===== config.mk =====
export PLATFORM = sky130hd
export DESIGN_NAME = image_upload_receiver_core
export DESIGN_NICKNAME = d
export VERILOG_FILES = /design/src/hw/rtl/iur_pkg.sv /design/src/hw/rtl/iur_front.sv /design/src/hw/rtl/iur_queue.sv /design/src/hw/rtl/iur_back.sv /design/src/hw/rtl/image_upload_receiver_core.sv
export SDC_FILE = /design/constraint.sdc
export NUM_CORES = 1
export LEC_CHECK = 0
export BUFFER_PORTS_ARGS = -buffer_cell sky130_fd_sc_hd__buf_4
export CORE_MARGIN = 2
export CORE_UTILIZATION = 50
export CTS_CLUSTER_SIZE = 28
export DETAILED_ROUTE_END_ITERATION = 7
export PLACE_DENSITY = 0.64
export SLEW_MARGIN = 10
export SYNTH_ARGS = -nofsm -noshare
export SYNTH_HDL_FRONTEND = slang
export SYNTH_HIERARCHICAL = 1
export SYNTH_SLANG_ARGS = --single-unit

===== constraint.sdc =====
create_clock -name i_clk -period 5.3 [get_ports i_clk]
set_input_delay 0.795 -clock i_clk [delete_from_list [all_inputs] [get_ports i_clk]]
set_output_delay 0.795 -clock i_clk [all_outputs]
set_load 0.005 [all_outputs]

===== src/hw/rtl/iur_pkg.sv =====
// Shared types, event codes, handshake pattern and CRC helper for the image upload receiver.
package iur_pkg;

    localparam int LenW   = 21;
    localparam int OffW   = 20;
    localparam int QDepth = 4;
    localparam int QPtrW  = $clog2(QDepth);

    localparam logic [LenW-1:0] LIMIT_CAP  = 21'h100000;
    localparam logic [31:0]     CRC_POLY   = 32'hEDB88320;
    localparam logic [20:0]     MAX_LEN_RST = 21'h010000;

    typedef enum logic [2:0] {
        EV_READY    = 3'd0,
        EV_HS_RETRY = 3'd1,
        EV_LEN_REJ  = 3'd2,
        EV_LEN_ACK  = 3'd3,
        EV_DATA     = 3'd4,
        EV_CRC_OK   = 3'd5,
        EV_CRC_FAIL = 3'd6
    } t_ev_kind;

    typedef struct packed {
        logic [2:0]      kind;
        logic [7:0]      data;
        logic [OffW-1:0] offset;
    } t_event;

    // Handshake pattern "RECV?\n"
    function automatic logic [7:0] hs_byte(input logic [2:0] idx);
        logic [7:0] r;
        case (idx)
            3'd0: r = 8'h52;
            3'd1: r = 8'h45;
            3'd2: r = 8'h43;
            3'd3: r = 8'h56;
            3'd4: r = 8'h3F;
            3'd5: r = 8'h0A;
            default: r = 8'h00;
        endcase
        return r;
    endfunction

    // Reflected CRC-32, one byte
    function automatic logic [31:0] crc_byte(input logic [31:0] crc, input logic [7:0] b);
        logic [31:0] c;
        c = crc ^ {24'b0, b};
        for (int i = 0; i < 8; i++) begin
            c = c[0] ? ((c >> 1) ^ CRC_POLY) : (c >> 1);
        end
        return c;
    endfunction

endpackage


===== src/hw/rtl/iur_front.sv =====
// Protocol front end: tracks the upload phase and turns bytes into events.
module iur_front import iur_pkg::*; (
    input  logic            i_clk,
    input  logic            i_rst_n,
    input  logic            i_accept,
    input  logic [7:0]      i_rx_byte,
    input  logic            i_cfg_we,
    input  logic [LenW-1:0] i_cfg_data,
    output logic            o_push,
    output t_event          o_event
);

    typedef enum logic [3:0] {
        PH_IDLE = 4'b0001,
        PH_LEN  = 4'b0010,
        PH_DATA = 4'b0100,
        PH_CRC  = 4'b1000
    } t_phase;

    t_phase          r_phase, n_phase;
    logic [LenW-1:0] r_cnt, n_cnt;
    logic            r_match, n_match;
    logic [31:0]     r_acc, n_acc;
    logic [LenW-1:0] r_img_len, n_img_len;
    logic [31:0]     r_crc, n_crc;
    logic [LenW-1:0] r_max_len;

    logic [31:0]     acc_full;
    logic [LenW-1:0] limit;
    logic [LenW-1:0] cnt_inc;
    logic            hs_ok;

    assign limit    = (r_max_len < LIMIT_CAP) ? r_max_len : LIMIT_CAP;
    assign acc_full = r_acc | ({24'b0, i_rx_byte} << {r_cnt[1:0], 3'b000});
    assign cnt_inc  = r_cnt + LenW'(1);
    assign hs_ok    = r_match && (i_rx_byte == hs_byte(r_cnt[2:0]));

    always_comb begin
        n_phase   = r_phase;
        n_cnt     = r_cnt;
        n_match   = r_match;
        n_acc     = r_acc;
        n_img_len = r_img_len;
        n_crc     = r_crc;
        o_push    = 1'b0;
        o_event   = '0;
        if (i_accept) begin
            case (r_phase)
                PH_LEN, PH_CRC: begin
                    n_acc = acc_full;
                    n_cnt = cnt_inc;
                    if (r_cnt[1:0] == 2'd3) begin
                        o_push  = 1'b1;
                        n_phase = PH_IDLE;
                        n_cnt   = '0;
                        n_match = 1'b1;
                        n_acc   = '0;
                        if (r_phase == PH_LEN) begin
                            if (acc_full == 32'd0 || acc_full > {11'b0, limit}) begin
                                o_event.kind = EV_LEN_REJ;
                            end else begin
                                o_event.kind = EV_LEN_ACK;
                                n_img_len    = acc_full[LenW-1:0];
                                n_crc        = '1;
                                n_phase      = PH_DATA;
                            end
                        end else begin
                            o_event.kind = (acc_full == ~r_crc) ? EV_CRC_OK : EV_CRC_FAIL;
                        end
                    end
                end
                PH_DATA: begin
                    o_push         = 1'b1;
                    o_event.kind   = EV_DATA;
                    o_event.data   = i_rx_byte;
                    o_event.offset = r_cnt[OffW-1:0];
                    n_crc          = crc_byte(r_crc, i_rx_byte);
                    n_cnt          = cnt_inc;
                    if (cnt_inc >= r_img_len) begin
                        n_phase = PH_CRC;
                        n_cnt   = '0;
                        n_acc   = '0;
                    end
                end
                default: begin
                    // idle: six-byte handshake window, verdict only at the end
                    n_phase = PH_IDLE;
                    n_match = hs_ok;
                    n_cnt   = cnt_inc;
                    if (r_cnt[2:0] == 3'd5) begin
                        o_push       = 1'b1;
                        o_event.kind = hs_ok ? EV_READY : EV_HS_RETRY;
                        n_cnt        = '0;
                        n_match      = 1'b1;
                        n_acc        = '0;
                        if (hs_ok) begin
                            n_phase = PH_LEN;
                        end
                    end
                end
            endcase
        end
    end

    always_ff @(posedge i_clk) begin
        if (!i_rst_n) begin
            r_phase   <= PH_IDLE;
            r_cnt     <= '0;
            r_match   <= 1'b1;
            r_acc     <= '0;
            r_img_len <= '0;
            r_crc     <= '1;
            r_max_len <= MAX_LEN_RST;
        end else begin
            r_phase   <= n_phase;
            r_cnt     <= n_cnt;
            r_match   <= n_match;
            r_acc     <= n_acc;
            r_img_len <= n_img_len;
            r_crc     <= n_crc;
            if (i_cfg_we) begin
                r_max_len <= i_cfg_data;
            end
        end
    end

endmodule


===== src/hw/rtl/iur_queue.sv =====
// Small event queue between the protocol front end and the output stage.
module iur_queue import iur_pkg::*; (
    input  logic   i_clk,
    input  logic   i_rst_n,
    input  logic   i_push,
    input  t_event i_event,
    input  logic   i_pop,
    output logic   o_not_empty,
    output logic   o_full,
    output t_event o_head
);

    t_event            r_mem [QDepth];
    logic [QPtrW-1:0]  r_wr_ptr, n_wr_ptr;
    logic [QPtrW-1:0]  r_rd_ptr, n_rd_ptr;
    logic [QPtrW:0]    r_count, n_count;

    assign o_not_empty = (r_count != '0);
    assign o_full      = (r_count == (QPtrW+1)'(QDepth));
    assign o_head      = r_mem[r_rd_ptr];

    always_comb begin
        n_wr_ptr = i_push ? r_wr_ptr + QPtrW'(1) : r_wr_ptr;
        n_rd_ptr = i_pop  ? r_rd_ptr + QPtrW'(1) : r_rd_ptr;
        n_count  = r_count + (QPtrW+1)'(i_push) - (QPtrW+1)'(i_pop);
    end

    always_ff @(posedge i_clk) begin
        if (i_push) begin
            r_mem[r_wr_ptr] <= i_event;
        end
    end

    always_ff @(posedge i_clk) begin
        if (!i_rst_n) begin
            r_wr_ptr <= '0;
            r_rd_ptr <= '0;
            r_count  <= '0;
        end else begin
            r_wr_ptr <= n_wr_ptr;
            r_rd_ptr <= n_rd_ptr;
            r_count  <= n_count;
        end
    end

endmodule


===== src/hw/rtl/iur_back.sv =====
// Output stage: drains the event queue into the result channel register.
module iur_back import iur_pkg::*; (
    input  logic   i_clk,
    input  logic   i_rst_n,
    input  logic   i_q_valid,
    input  t_event i_q_head,
    output logic   o_pop,
    input  logic   i_stall,
    output logic   o_valid,
    output t_event o_event
);

    logic   r_valid, n_valid;
    t_event r_event;

    // refill when empty or when the current transfer completes
    assign o_pop   = i_q_valid && (!r_valid || !i_stall);
    assign n_valid = o_pop || (r_valid && i_stall);
    assign o_valid = r_valid;
    assign o_event = r_event;

    always_ff @(posedge i_clk) begin
        if (o_pop) begin
            r_event <= i_q_head;
        end
    end

    always_ff @(posedge i_clk) begin
        if (!i_rst_n) begin
            r_valid <= 1'b0;
        end else begin
            r_valid <= n_valid;
        end
    end

endmodule


===== src/hw/rtl/image_upload_receiver_core.sv =====
// Image upload receiver: handshake, length, data stream and CRC check over a byte link.
//
// Input channel: one received byte per transfer (i_in_valid / o_in_stall).
// Output channel: one event per result (o_out_valid / i_out_stall) with kind, data byte
// and offset; data events carry the image byte and its offset. Configuration: i_cfg_we
// writes the length limit (i_cfg_data); the user must do so only while idle; not enforced.
// Throughput: one byte per cycle while o_in_stall is low; the protocol state,
// byte-wide CRC update and length compare all complete in the cycle the byte is taken.
// An event is written into the queue and then moved into the output register, where it is valid.
// A four-entry event queue sits between the protocol logic and the output
// register; o_in_stall rises only when that queue is full, which happens only
// while the receiver holds i_out_stall high. A stalled event stays unchanged.
// Reset (synchronous, active low) returns to the handshake phase, empties the
// queue, clears the output valid and sets the length limit to 65536.
module image_upload_receiver_core import iur_pkg::*; (
    input  logic            i_clk,
    input  logic            i_rst_n,
    input  logic            i_in_valid,
    output logic            o_in_stall,
    input  logic [7:0]      i_rx_byte,
    input  logic            i_cfg_we,
    input  logic [LenW-1:0] i_cfg_data,
    output logic            o_out_valid,
    input  logic            i_out_stall,
    output logic [2:0]      o_event_kind,
    output logic [7:0]      o_payload_byte,
    output logic [OffW-1:0] o_payload_offset
);

    logic   accept;
    logic   push;
    t_event fe_event;
    logic   q_not_empty;
    logic   q_full;
    t_event q_head;
    logic   pop;
    t_event out_event;

    assign o_in_stall = q_full;
    assign accept     = i_in_valid && !q_full;

    iur_front u_front (
        .i_clk      (i_clk),
        .i_rst_n    (i_rst_n),
        .i_accept   (accept),
        .i_rx_byte  (i_rx_byte),
        .i_cfg_we   (i_cfg_we),
        .i_cfg_data (i_cfg_data),
        .o_push     (push),
        .o_event    (fe_event)
    );

    iur_queue u_queue (
        .i_clk       (i_clk),
        .i_rst_n     (i_rst_n),
        .i_push      (push),
        .i_event     (fe_event),
        .i_pop       (pop),
        .o_not_empty (q_not_empty),
        .o_full      (q_full),
        .o_head      (q_head)
    );

    iur_back u_back (
        .i_clk     (i_clk),
        .i_rst_n   (i_rst_n),
        .i_q_valid (q_not_empty),
        .i_q_head  (q_head),
        .o_pop     (pop),
        .i_stall   (i_out_stall),
        .o_valid   (o_out_valid),
        .o_event   (out_event)
    );

    assign o_event_kind     = out_event.kind;
    assign o_payload_byte   = out_event.data;
    assign o_payload_offset = out_event.offset;

endmodule

# --- Yosys cells after proc, flatten, opt, wreduce, memory -nomap -nowiden ---
# Memory sizes are Yosys's and may differ from the RTL's. A register that Yosys moved wholly into a read port is not among the register bits.
# Cells that the tools add are included.
totals:
  ff_bits: 140
  output_inout_bits: 33
  wordCells: 118
  memories: 1
  mem_bits_rw: 124
mem_list:
  columns: ["memory", "words", "word_bits", "read_ports", "rd_clocked_by_memory_dff", "write_ports", "line", "rtl"]
  rows:
  - ["u_queue.r_mem", 4, 31, 1, 1, 1, "iur_queue.sv:13", "t_event r_mem [QDepth];"]
op_classes:
  n_mux: 47
  n_addsub: 5
  bitwise_logic: 13
  magnitude_cmp: 3
  eq_ne: 16
  n_reduce_logical: 21
  shifts: 1
op_table:
  columns: ["cell", "n"]
  rows:
  - ["$mux W32", 14]
  - ["$pmux W32 S2", 2]
  - ["$not A13 Y14", 8]
  - ["$mux W21", 4]
  - ["$pmux W21 S2", 1]
  - ["$pmux W7 S6", 1]
  - ["$eq A32 B32 Y1", 1]
  - ["$gt A32 B21 Y1", 1]
  - ["$logic_not A32 Y1", 1]
  - ["$not A32 Y32", 1]
  - ["$or A32 B32 Y32", 1]
  - ["$shl A8 B5 Y32", 1]
  - ["$xor A32 B8 Y32", 1]
  - ["$mux W31", 1]
  - ["$mux W28", 1]
  - ["$add A21 B1 Y21 const B", 1]
  - ["$ge A21 B21 Y1", 1]
  - ["$lt A21 B21 Y1 const B", 1]
  - ["$mux W4", 4]
  - ["$mux W3", 4]
  - ["$reduce_and A5 Y1", 2]
  - ["$eq A3 B3 Y1 const B", 3]
  - ["$mux W1", 9]
  - ["$reduce_and A3 Y1", 3]
  - ["24 further kinds", 39]

# --- Longest topological paths before layout ---
logic_depth:
  depth_word: 18
  depth_mapped: 16
  mapped_depth_nobuf: 14

# --- Modules after synthesis ---
# Netlist, hierarchy kept.
modules_own_cells:
  columns: ["mod", "instances", "cells_per_inst", "area_per_inst_um2"]
  rows:
  - ["iur_front", 1, 1034, 8662.1]
  - ["iur_queue", 1, 203, 4912.2]
  - ["iur_back", 1, 35, 969.7]
  - ["image_upload_receiver_core", 1, 1, 13.8]

# --- Worst setup path before layout ---
# No wires, ideal clock.
synth_timing:
  path_type: "input -> register"
  from: "input i_out_stall"
  to: "register u_queue.r_count[2]"
  required_time_ns: 5.181
  path_slack_ns: 0.434
  t_arrival_ns: 4.748
  path_stages: 8
  path_cell_list: "a21boi_0 ha_1 inv_1 ha_1 inv_1 fa_1 xnor3_1 nor2_1"
synth_via:
  elab_chain_len: 4
synth_lines:
  columns: ["element", "line", "rtl"]
  rows:
  - ["start: declaration", "image_upload_receiver_core.sv:24", "input logic i_out_stall,"]
  - ["$logic_not A1 Y1", "iur_back.sv:17", "assign o_pop = i_q_valid && (!r_valid || !i_stall);"]
  - ["$logic_or A1 B1 Y1", "iur_back.sv:17", null]
  - ["$logic_and A1 B1 Y1", "iur_back.sv:17", null]
  - ["$sub A3 B1 Y3", "iur_queue.sv:25", "n_count = r_count + (QPtrW+1)'(i_push) - (QPtrW+1)'(i_pop);"]
  - ["end signal: assignment", "iur_queue.sv:42", "r_count <= n_count;"]
  - ["end: declaration", "iur_queue.sv:16", "logic [QPtrW:0] r_count, n_count;"]
# No other way between the ends.
# A chain may end at the register's enable or synchronous reset.

# --- Worst setup path after layout ---
layout_timing:
  from: "register u_front.r_cnt[0]"
  to: "register u_front.r_cnt[11]"
layout_via:
  elab_chain_len: 4
layout_lines:
  columns: ["element", "line", "rtl"]
  rows:
  - ["start: declaration", "iur_front.sv:21", "logic [LenW-1:0] r_cnt, n_cnt;"]
  - ["start signal: assignment", "iur_front.sv:116", "r_cnt <= n_cnt;"]
  - ["$add A21 B1 Y21", "iur_front.sv:35", "assign cnt_inc = r_cnt + LenW'(1);"]
  - ["$ge A21 B21 Y1", "iur_front.sv:79", "if (cnt_inc >= r_img_len) begin"]
  - ["$mux W21", "iur_front.sv:79", null]
  - ["$pmux W21 S2 (*)", "iur_front.sv:48", "case (r_phase)"]
# Mark *: on every way between the ends. The rest lies on a longest branch, timed or not.

==> impl_metrics.toml <==
[synth]
postSynthCellCount = 1273
synth_top_area_share_pct = 32.0
synth_top_area_cell = "edfxtp_1"
synth_nets = 1365
syn_area_per_cell_um2 = 11.4
ys.flop_type = "edfxtp_1"
async_reset_ff_share_pct = 0
synth-edff-count = 155
seq_area_frac_synth_pct = 51.5
synthTopCellsByCount = "155 x edfxtp_1, 142 x dfxtp_1, 135 x nand2_1"
ys_warn_count = 6
yosysMostFrequentCell = "edfxtp_1"
synth_area_leaders = "edfxtp_1 32%, dfxtp_1 20%, ha_1 4.9%, mux4_2 4.6%, xnor2_1 4.3%"
synthDistinctLibCells = 78
netlist_area_um2 = 14600
ys_ff_latch = 297

[power]
p_leak_nw = 6.26
peakVddDrop_v = 0.000283
p_per_area_nw_per_um2 = 391

[global_routing]
grt_max_degree = 73
grt_use_total_pct = 22.3
grt_pass1_vias = 9561
grt_pass1_wl_mm = 53.6
antenna_found_initial = 0
overflow = 0

[layout]
finalNetCount = 1404
multiInputGateArea_um2 = 6550
drive_gt1_share_pct = 14.1
syn_to_final_growth_pct = 13.1
antenna_cells_inserted = 0
ff_latch_area_um2 = 7500
fillCellCount = 2455
final_core_util_pct = 57.4

[routing]
top_layer_used = "met4"
ant_nets = 0
first_pass_iters = 6
wl_met3_mm = 2.10
detail_route.wl_per_cell_um = 19.6
drc = 0
vias = 9898
drtIter0Drc = 924
met1_length_mm = 15.1
routed_wirelength_mm = 33.7
wl_met2_mm = 15.7
via_per_inst = 5.75

[clocking]
tritoncts = "done"
cts_buffer_depth = 3
clk_latency_ns = 0.52
cts_resized = 0
clk_pin_slew_ns = 0.06
post_cts_buffers = 0
cts_root_buf = "clkbuf_16"
numCtsBuffers = 34
cts_sinks = 297
postCtsHoldBufs = 0
cts_max_level = 2

[timing]
setup_violations = 0
hold_viol_final = 0
rsz0062_at_grt = "false"
clock_skew_ns = 0.0172
drv_slew = 0
min_period_ns = 4.33
worstMarginPinSlew_ns = 0.941
max_slew_margin_pct = 36.8
setup_slack_ns = 0.971
period_share_pct = 81.7
fmax_mhz = 231
fin_setup_tns_ns = 0

[job]
cap_viol_max_count = 0

[floorplan]
chipHeight_um = 175
num_io_pins = 67
dieArea_um2 = 30500
dieWidth_um = 175
core_area_um2 = 28700
rows = 62
initial_core_util_pct = 50.7

[hold_path]
hold_path_class = "reg -> reg"

[critical_path]
cpMaxStageDelayCell = "o21ai_1"
crit_type = "reg -> reg"
required_ns = 5.67
cp_top_family = "simple AND/OR/NAND/NOR gates"
endpoint_kind = "flip-flop"
cpPeakStageDelay_ns = 0.67
crit_path_start_kind = "flip-flop"
cp_cell_sequence = "ha_1 -> nand3_1 -> or3_1 -> inv_1 -> nand4_1 -> xnor2_1 -> ha_1 -> nand4_1 -> nor3_1 -> nand2_1 -> o21ai_0 -> o21ai_2 -> buf_4 -> o21ai_1 -> nor2_1"
critPathArrivalTime_ns = 4.70
crit_buf_inv = 2
cp_max_fo = 23

[run_status]
status = "completed"

[place]
dp_slack_ns = 0.986
place_hpwl_mm = 22.8
io_buffer_count = 66
place_congestion = 0.886
==> worst reg2reg max path: stages, from the launching register on <==
cell	delay, ns
dfxtp_1	0.50
ha_1	0.29
nand3_1	0.22
or3_1	0.46
inv_1	0.10
nand4_1	0.12
xnor2_1	0.19
ha_1	0.31
nand4_1	0.11
nor3_1	0.27
nand2_1	0.12
o21ai_0	0.39
o21ai_2	0.11
buf_4	0.23
o21ai_1	0.67
nor2_1	0.12
==> where the power goes <==
group | internal (W) | switching [W] | total, W
Combinational | 0.000634 | 0.000652 | 0.00129
Sequential | 0.00264 | 0.0000935 | 0.00273
Clock | 0.00149 | 0.000930 | 0.00242
==> layout make-up <==
class                   instances  area share [%]
clock buffers                  48            6.16
clock inverters                13            1.05
inverters                      39           0.889
multi-input cells             859            39.8
flip-flops and latches        297            45.5
well taps                     384            2.92
repair buffers                 81            3.69
==> per-layer routing <==
layer  global-route usage, %  vias up
li1                        -     4753
met5                       0        -
met1                    31.0     4728
met2                    36.4      353
met4                    6.70        0
met3                    3.55       64
==> registers in the layout (all words and copies together), names as in the netlist, named ones only <==
signal and flops:
u_back/o_valid 1, u_queue/r_count 3, u_front/r_match 1, u_queue/r_mem 124, u_front/r_img_len 21, u_front/r_crc 32, u_queue/r_wr_ptr 2, u_front/r_cnt 21
u_back/o_event 31, u_front/r_acc 32, u_front/r_phase 4, u_front/r_max_len 21, u_queue/r_rd_ptr 2
==> cell families (layout without fill, tap and decap cells) <==
logic type	Yosys count	after routing	share of synthesized area [%]
AND/OR/NAND/NOR	383	383	13.4
flip-flops	297	297	51.5
AO/OA/AOI/OAI	226	226	11.3
buffers and inverters	117	181	3.64
XOR/XNOR	115	115	7.17
multiplexers	76	76	7.92
adder cells (fa/ha/maj)	59	59	5.11
==> stage by stage <==
stage	cells	total power [W]	area (µm²)	hold WS, ns
floorplan	1273	0.00366	14600	0.435
global placement	1660	0.00406	15300	0.444
detailed placement	1660	0.00407	15300	0.447
CTS	1721	0.00650	16500	0.459
global route	1721	0.00674	16500	0.477
finish	1721	0.00644	16500	0.456
==> worst paths after layout <==
path / from / endpoint / slack, ns / cells after the start
min reg2reg: u_front/r_img_len[16]$_SDFFE_PN0P_ / u_front/r_img_len[16]$_SDFFE_PN0P_ / 0.46 / 2
max: u_front/r_cnt[0]$_SDFFE_PN0P_ / u_front/r_cnt[11]$_SDFFE_PN0P_ / 0.97 / 15
min: u_front/r_img_len[16]$_SDFFE_PN0P_ / u_front/r_img_len[16]$_SDFFE_PN0P_ / 0.46 / 2
max reg2reg: u_front/r_cnt[0]$_SDFFE_PN0P_ / u_front/r_cnt[11]$_SDFFE_PN0P_ / 0.97 / 15
==> cells in the final DEF (no fill, tap or decap), types with 38 or more instances in the layout <==
| cell type | count |
|---|---|
| buf_4 | 81 |
| dfxtp_1 | 140 |
| edfxtp_1 | 155 |
| ha_1 | 57 |
| inv_1 | 38 |
| mux2i_1 | 45 |
| nand2_1 | 135 |
| nor2_1 | 44 |
| xnor2_1 | 72 |
| xor2_1 | 39 |
Power figures use the tool's default switching activity.
